**config.mk**
```make
export PLATFORM = sky130hd
export DESIGN_NAME = lsb_first_bit_reader_top
export DESIGN_NICKNAME = d
export VERILOG_FILES = /design/src/sv/lsbr_pkg.sv /design/src/sv/lsbr_front.sv /design/src/sv/lsbr_queue.sv /design/src/sv/lsbr_back.sv /design/src/sv/lsb_first_bit_reader_top.sv
export SDC_FILE = /design/constraint.sdc
export NUM_CORES = 1
export LEC_CHECK = 0
export BUFFER_PORTS_ARGS = -buffer_cell sky130_fd_sc_hd__buf_4
export CELL_PAD_IN_SITES_DETAIL_PLACEMENT = 0
export CELL_PAD_IN_SITES_GLOBAL_PLACEMENT = 1
export CORE_MARGIN = 10
export CORE_UTILIZATION = 44
export DETAILED_ROUTE_END_ITERATION = 10
export PLACE_DENSITY_LB_ADDON = 0.1
export SLEW_MARGIN = 20
export SYNTH_ARGS = -nofsm -noshare
export SYNTH_HDL_FRONTEND = slang
export SYNTH_SLANG_ARGS = --single-unit
export TNS_END_PERCENT = 100
```
**constraint.sdc**
```tcl
create_clock -name clk -period 3.8 [get_ports clk]
set_clock_uncertainty 0.2 [all_clocks]
set_input_delay 0 -clock clk [delete_from_list [all_inputs] [get_ports clk]]
set_output_delay 0 -clock clk [all_outputs]
set_load 0.02 [all_outputs]
```
**src/sv/lsbr_pkg.sv**
```systemverilog
// Package for the LSB-first bit reader.
// Holds the shared item type, field widths, result codes and default sizes.
// No dependencies.
`default_nettype none

package lsbr_pkg;

  // Fixed field widths of the transactions.
  localparam int unsigned DATA_W       = 8;
  localparam int unsigned CODE_WIDTH_W = 5;
  localparam int unsigned STATUS_W     = 2;
  localparam int unsigned CODE_W       = 16;

  // Bits appended by one byte push.
  localparam int unsigned BYTE_BITS = 8;

  // Default sizes handed down from the top level.
  localparam int unsigned ACC_BITS_DEF      = 32;
  localparam int unsigned MAX_CODE_BITS_DEF = 16;

  // Depth of the queue between the front and the back.
  localparam int unsigned QUEUE_DEPTH = 2;

  // Opcodes of an input transaction.
  localparam logic OP_PUSH = 1'b0;
  localparam logic OP_READ = 1'b1;

  // Result status codes.
  typedef enum logic [STATUS_W-1:0] {
    ST_TAKEN = 2'd0,
    ST_FULL  = 2'd1,
    ST_CODE  = 2'd2,
    ST_SHORT = 2'd3
  } status_t;

  // A classified item as it waits in the queue.
  typedef struct packed {
    logic                    is_read;
    logic [DATA_W-1:0]       data_byte;
    logic [CODE_WIDTH_W-1:0] width;
  } item_t;

  // Head of the queue as seen by the back.
  typedef struct packed {
    logic  valid;
    item_t item;
  } q_head_t;

endpackage

`default_nettype wire

```
**src/sv/lsbr_front.sv**
```systemverilog
// Front of the LSB-first bit reader: accepts input transactions and classifies them.
// Depends on lsbr_pkg.
`default_nettype none

module lsbr_front
  import lsbr_pkg::*;
#(
  parameter int unsigned MAX_CODE_BITS = MAX_CODE_BITS_DEF
) (
  input  logic                    push,
  output logic                    full,
  input  logic                    opcode,
  input  logic [DATA_W-1:0]       data_byte,
  input  logic [CODE_WIDTH_W-1:0] code_width,
  input  logic                    q_full,
  output logic                    q_wr,
  output item_t                   q_item
);

  localparam logic [CODE_WIDTH_W-1:0] MaxWidth = CODE_WIDTH_W'(MAX_CODE_BITS);

  // The input side is full whenever the queue cannot take another item.
  assign full = q_full;
  assign q_wr = push && !q_full;

  // Decode the opcode and saturate the requested width to the largest code size.
  always_comb begin
    q_item.is_read   = (opcode == OP_READ);
    q_item.data_byte = data_byte;
    q_item.width     = (code_width > MaxWidth) ? MaxWidth : code_width;
  end

endmodule

`default_nettype wire

```
**src/sv/lsbr_queue.sv**
```systemverilog
// Short register queue between the front and the back of the bit reader.
// Depends on lsbr_pkg.
`default_nettype none

module lsbr_queue
  import lsbr_pkg::*;
#(
  parameter int unsigned DEPTH = QUEUE_DEPTH
) (
  input  logic    clk,
  input  logic    rst,
  input  logic    wr,
  input  item_t   wr_item,
  output logic    q_full,
  input  logic    rd,
  output q_head_t head
);

  localparam int unsigned PW = (DEPTH > 1) ? $clog2(DEPTH) : 1;
  localparam int unsigned CW = $clog2(DEPTH + 1);
  localparam logic [PW-1:0] LastPtr = PW'(DEPTH - 1);
  localparam logic [CW-1:0] DepthCnt = CW'(DEPTH);

  item_t          entries [DEPTH];
  logic [PW-1:0]  wr_ptr;
  logic [PW-1:0]  rd_ptr;
  logic [CW-1:0]  count;

  assign q_full     = (count == DepthCnt);
  assign head.valid = (count != '0);
  assign head.item  = entries[rd_ptr];

  // Pointer and fill count update.
  always_ff @(posedge clk) begin
    if (rst) begin
      wr_ptr <= '0;
      rd_ptr <= '0;
      count  <= '0;
    end else begin
      if (wr) begin
        wr_ptr <= (wr_ptr == LastPtr) ? '0 : wr_ptr + PW'(1);
      end
      if (rd) begin
        rd_ptr <= (rd_ptr == LastPtr) ? '0 : rd_ptr + PW'(1);
      end
      if (wr && !rd) begin
        count <= count + CW'(1);
      end else if (rd && !wr) begin
        count <= count - CW'(1);
      end
    end
  end

  // Entry storage; payload needs no reset.
  always_ff @(posedge clk) begin
    if (wr) begin
      entries[wr_ptr] <= wr_item;
    end
  end

`ifndef SYNTH
  a_count_bound: assert property (@(posedge clk) disable iff (rst)
    count <= DepthCnt)
    else $error("queue fill count exceeds its depth");

  a_no_overflow: assert property (@(posedge clk) disable iff (rst)
    q_full && !rd |-> !wr)
    else $error("write into a full queue");

  a_no_underflow: assert property (@(posedge clk) disable iff (rst)
    rd |-> head.valid)
    else $error("read from an empty queue");
`endif

endmodule

`default_nettype wire

```
**src/sv/lsbr_back.sv**
```systemverilog
// Back of the LSB-first bit reader: holds the bit accumulator, carries out
// pushes and reads, and keeps the result register. Depends on lsbr_pkg.
`default_nettype none

module lsbr_back
  import lsbr_pkg::*;
#(
  parameter int unsigned ACC_BITS = ACC_BITS_DEF
) (
  input  logic              clk,
  input  logic              rst,
  input  q_head_t           head,
  output logic              q_rd,
  output logic              empty,
  input  logic              pop,
  output logic [STATUS_W-1:0] status,
  output logic [CODE_W-1:0] code_value
);

  localparam int unsigned HW = $clog2(ACC_BITS + 1);
  localparam logic [HW:0] AccBitsW = (HW + 1)'(ACC_BITS);
  localparam logic [HW:0] ByteBitsW = (HW + 1)'(BYTE_BITS);

  logic [ACC_BITS-1:0] acc;
  logic [ACC_BITS-1:0] acc_next;
  logic [HW-1:0]       held;
  logic [HW-1:0]       held_next;
  logic                out_valid;
  status_t             status_q;
  status_t             status_next;
  logic [CODE_W-1:0]   code_q;
  logic [CODE_W-1:0]   code_next;
  logic [CODE_W-1:0]   code_mask;
  logic [HW:0]         width_ext;
  logic                advance;

  // Take the next item when the result register is free or being emptied.
  assign advance = head.valid && (!out_valid || pop);
  assign q_rd    = advance;

  assign empty      = !out_valid;
  assign status     = status_q;
  assign code_value = code_q;

  assign width_ext = (HW + 1)'(head.item.width);

  // Mask that keeps the low bits of the code below the requested width.
  always_comb begin
    for (int i = 0; i < CODE_W; i++) begin
      code_mask[i] = (CODE_WIDTH_W'(i) < head.item.width);
    end
  end

  // Execute one push or read against the accumulator.
  always_comb begin
    acc_next    = acc;
    held_next   = held;
    status_next = ST_TAKEN;
    code_next   = '0;
    if (!head.item.is_read) begin
      if (({1'b0, held} + ByteBitsW) > AccBitsW) begin
        status_next = ST_FULL;
      end else begin
        acc_next    = acc | (ACC_BITS'(head.item.data_byte) << held);
        held_next   = held + HW'(BYTE_BITS);
        status_next = ST_TAKEN;
      end
    end else begin
      if ({1'b0, held} < width_ext) begin
        status_next = ST_SHORT;
      end else begin
        code_next   = acc[CODE_W-1:0] & code_mask;
        acc_next    = acc >> head.item.width;
        held_next   = held - HW'(head.item.width);
        status_next = ST_CODE;
      end
    end
  end

  // Accumulator state and result register.
  always_ff @(posedge clk) begin
    if (rst) begin
      acc       <= '0;
      held      <= '0;
      out_valid <= 1'b0;
    end else begin
      if (advance) begin
        acc       <= acc_next;
        held      <= held_next;
        out_valid <= 1'b1;
      end else if (pop) begin
        out_valid <= 1'b0;
      end
    end
  end

  always_ff @(posedge clk) begin
    if (advance) begin
      status_q <= status_next;
      code_q   <= code_next;
    end
  end

`ifndef SYNTH
  a_held_bound: assert property (@(posedge clk) disable iff (rst)
    {1'b0, held} <= AccBitsW)
    else $error("bit count exceeds the accumulator size");

  a_code_only_on_success: assert property (@(posedge clk) disable iff (rst)
    out_valid && (status_q != ST_CODE) |-> (code_q == '0))
    else $error("code value not zero on a non-code result");

  a_refused_keeps_state: assert property (@(posedge clk) disable iff (rst)
    advance && ((status_next == ST_FULL) || (status_next == ST_SHORT))
    |=> (held == $past(held)) && (acc == $past(acc)))
    else $error("refused transaction changed the accumulator");

  a_push_adds_byte: assert property (@(posedge clk) disable iff (rst)
    advance && (status_next == ST_TAKEN) |=> (held == $past(held) + HW'(BYTE_BITS)))
    else $error("taken byte did not add eight bits");
`endif

endmodule

`default_nettype wire

```
**src/sv/lsb_first_bit_reader_top.sv**
```systemverilog
// Top level of the LSB-first variable-width bit reader.
// Depends on lsbr_pkg, lsbr_front, lsbr_queue and lsbr_back.
//
// Each transaction either pushes one byte above the bits already held, least
// significant bit first, or reads a code of 0 to MAX_CODE_BITS bits from the
// bottom of the accumulator; every transaction gives exactly one result with a
// status (byte taken, byte refused because the accumulator would overflow, code
// delivered, too few bits). A refused push or a short read changes nothing, and
// a width above MAX_CODE_BITS is treated as MAX_CODE_BITS. The block takes one
// transaction per cycle in sustained operation while results are popped; each
// result passes the queue and the result register. That rate is set by the
// back stage, which updates the accumulator and bit count once per cycle with a
// single shift and merge. A two-entry queue separates the input side from the
// back, so pushes are taken while a result waits, until the queue is full.
`default_nettype none

module lsb_first_bit_reader_top
  import lsbr_pkg::*;
#(
  parameter int unsigned ACC_BITS      = ACC_BITS_DEF,
  parameter int unsigned MAX_CODE_BITS = MAX_CODE_BITS_DEF
) (
  input  logic                    clk,
  input  logic                    rst,
  input  logic                    push,
  output logic                    full,
  input  logic                    opcode,
  input  logic [DATA_W-1:0]       data_byte,
  input  logic [CODE_WIDTH_W-1:0] code_width,
  output logic                    empty,
  input  logic                    pop,
  output logic [STATUS_W-1:0]     status,
  output logic [CODE_W-1:0]       code_value
);

  logic    q_full;
  logic    q_wr;
  logic    q_rd;
  item_t   q_item;
  q_head_t head;

  // Accept and classify incoming transactions.
  lsbr_front #(
    .MAX_CODE_BITS(MAX_CODE_BITS)
  ) u_front (
    .push      (push),
    .full      (full),
    .opcode    (opcode),
    .data_byte (data_byte),
    .code_width(code_width),
    .q_full    (q_full),
    .q_wr      (q_wr),
    .q_item    (q_item)
  );

  // Queue between the front and the back.
  lsbr_queue #(
    .DEPTH(QUEUE_DEPTH)
  ) u_queue (
    .clk    (clk),
    .rst    (rst),
    .wr     (q_wr),
    .wr_item(q_item),
    .q_full (q_full),
    .rd     (q_rd),
    .head   (head)
  );

  // Accumulator and result register.
  lsbr_back #(
    .ACC_BITS(ACC_BITS)
  ) u_back (
    .clk       (clk),
    .rst       (rst),
    .head      (head),
    .q_rd      (q_rd),
    .empty     (empty),
    .pop       (pop),
    .status    (status),
    .code_value(code_value)
  );

endmodule

`default_nettype wire

```
==> flow_metrics.py <==
metrics = {
    "floorplan": {
        "die_x_um": 138,
        "initial_core_util_pct": 44.5,
        "die_height_um": 138,
        "core_area_um2": 13800,
        "ios": 38,
        "fp-row-count": 43,
        "die_area_um2": 19100,
    },
    "synth": {
        "yosysSeqAreaShare_pct": 36.9,
        "synth_cell_types": 83,
        "netlist.area_leader.share_pct": 22.5,
        "synth_area_leaders": "edfxtp_1, dfxtp_1, mux2i_1",
        "synth_area_um2": 6130,
        "synth_warnings": 0,
        "synth_edf_count": 46,
        "ys_ff_latch": 90,
        "yosysTopAreaCell": "edfxtp_1",
        "synth_ff_type": "edfxtp_1",
        "syn_area_per_cell_um2": 9.46,
        "synthTopCellsByCount": "mux2i_1, nor2_1, edfxtp_1",
        "synth_nets": 674,
        "synth_most_common_cell": "mux2i_1",
        "synth_cells": 648,
        "synthArstFlopShare_pct": 0,
    },
    "power": {
        "vdd_drop_max_mv": 0.466,
        "p_leak_nw": 2.68,
        "power-per-cell-area_nw_per_um2": 778,
    },
    "clock_network": {
        "htree_levels": 3,
        "cts_setup_buffers": 0,
        "cts_tree": "done",
        "cts_made_buffers": 9,
        "cts_sinks": 90,
        "cts_resized": 0,
        "clkTransAtPathRegs_ps": 70,
        "clk_latency_ps": 360,
        "cts_root_buf": "clkbuf_16",
        "clk_path_buf_depth": 2,
    },
    "worst_hold_path": {
        "hp-class": "primary input to flip-flop",
    },
    "global_route": {
        "grt_pass1_wl_mm": 31.7,
        "overflow": 0,
        "antenna_found_initial": 0,
        "grt_max_degree": 45,
        "grt_usage_pct": 20.7,
        "grt_pass1_vias": 5401,
    },
    "detailed_routing": {
        "avgViaCountPerCell": 6.19,
        "drc": 0,
        "final_antenna_net_count": 0,
        "wl_per_cell_um": 23.1,
        "firstDrtPassIters": 5,
        "drtIter0Drc": 563,
        "finalWirelength_mm": 20.3,
        "num_vias": 5438,
    },
    "critical_path": {
        "startpoint_type": "flip-flop",
        "end_kind": "flip-flop",
        "critPathArrivalTime_ps": 3380,
        "path_max_fanout": 29,
        "critPathKind": "flip-flop to flip-flop",
        "required_ps": 3830,
    },
    "sta": {
        "rsz0062_at_grt": "no",
        "setup_tns_ps": 0,
        "maxSlewHeadroom_pct": 22.7,
        "worstMarginPinSlew_ps": 1160,
        "hold_viol": 0,
        "min_period_over_period_pct": 88.3,
        "timing.fmax_mhz": 298,
        "fin_crit_ps": 3350,
        "setup_violations": 0,
        "maxSlewViolCount": 0,
    },
    "cells_and_area": {
        "area_growth_pct": 15.4,
        "num-nets-final": 720,
        "diodes": 0,
        "stdcell_count": 879,
        "drive_gt1_share_pct": 16.5,
    },
    "run_status": {
        "status": "complete, no violations",
    },
    "placed_design": {
        "place_congestion": 0.985,
        "post-dp-hpwl_mm": 15.2,
        "placed_cells": 844,
        "port_buffers": 37,
    },
    "job": {
        "maxCapViolations": 0,
    },
}
[report_power, final]
group | internal (mW) | total (mW) | leakage (nW) | switching, mW
sequential | 1.30 | 1.51 | 0.798 | 0.210
clock | 0.581 | 0.989 | 0.158 | 0.408
combinational | 1.09 | 3.00 | 1.73 | 1.91
total | 2.97 | 5.50 | 2.68 | 2.53
[placed cells by master (no fill, tap or decap), types with 5 or more instances in the layout]
| cell | n |
|---|---|
| edfxtp_1 | 46 |
| o21ai_0 | 32 |
| and3_1 | 8 |
| nand2_1 | 40 |
| nand3_1 | 8 |
| clkbuf_16 | 9 |
| a211oi_1 | 20 |
| nand2b_1 | 6 |
| buf_4 | 62 |
| o22ai_1 | 20 |
| ha_1 | 7 |
| nor3_1 | 45 |
| inv_1 | 16 |
| mux2_2 | 6 |
| mux4_1 | 7 |
| nor2_1 | 67 |
| nor2b_1 | 9 |
| mux2i_1 | 77 |
| a21oi_1 | 39 |
| dfxtp_1 | 44 |
| a22oi_1 | 5 |
| dlygate4sd3_1 | 19 |
[per-layer routing]
layer  routed length (µm)  share of wire [%]  GRT usage, %
met5                    0                  0             0
met4                  738                3.6          10.4
met3                 1170                5.8          3.29
met2                 9680                 48          33.2
met1                 8690                 43          26.3
[critical path, stage by stage, from the launching register on]
cell,delay (ps)
dfxtp_1,430
buf_4,370
nand2_1,110
o21ai_2,90
inv_2,50
ha_1,340
a211oi_1,240
nor2_1,150
o311a_1,390
nor2_4,320
nor3_4,110
a211oi_1,330
nor3_2,70
[flip-flops by register name, indices dropped and copies added, names as in the netlist, named ones only]
register,count
u_back.status,2
u_back.acc,32
u_queue.count,2
u_back.out_valid,1
u_back.code_value,16
u_queue.entries,28
u_queue.wr_ptr,1
u_queue.rd_ptr,1
u_back.held,6
[what timing repair did]
item | 4_1_cts | 5_1_grt
endpoints found under the setup margin | 0 | 0
hold buffers | 19 | 0
endpoints found under the hold margin | 43 | 0
[metrics by stage]
step           area [µm²]  total power [mW]  worst slack [ps]  util, %  hold slack [ps]
6_report             7070              5.50               446     51.4              173
5_1_grt              7070              5.82               205     51.4              174
4_1_cts              7070              5.48               431     51.3              159
3_5_place_dp         6560              4.46               469     47.6            -12.6
3_3_place_gp         6560              4.46               539     47.6            -15.5
2_1_floorplan        6130              3.60               213        -             -101
[final timing paths]
path / endpoint / start / slack, ps / cells past startpoint
setup / recovery: u_back.acc[10] / flip-flop / 450 / 12
hold / removal: u_queue.entries[0][6] / data_byte[1] / 170 / 2
setup reg to reg: u_back.acc[10] / flip-flop / 450 / 12
hold reg to reg: u_queue.rd_ptr / u_queue.rd_ptr / 320 / 2
[cells by family after synthesis]
kind of cell / Yosys count / synth area share [%]
adders and majority gates: 8 / 1.75
AOI/OAI and AO/OA: 168 / 18.7
and+or+nand+nor: 212 / 17.1
DFF: 90 / 36.9
xor gates and xnor gates: 5 / 0.714
buffers and inverters: 68 / 5.92
muxes: 97 / 19.0
[layout make-up]
type                            instances  area (µm²)
Fill cell                            1342        6700
Multi-Input combinational cell        490        3520
Sequential cell                        90        2260
Timing Repair Buffer                   81         656
Clock buffer                            9         225
Tap cell                              180         225
Clock inverter                          7        98.8
Inverter                               22        90.1
No activity file was read; power rests on OpenSTA's default activity.
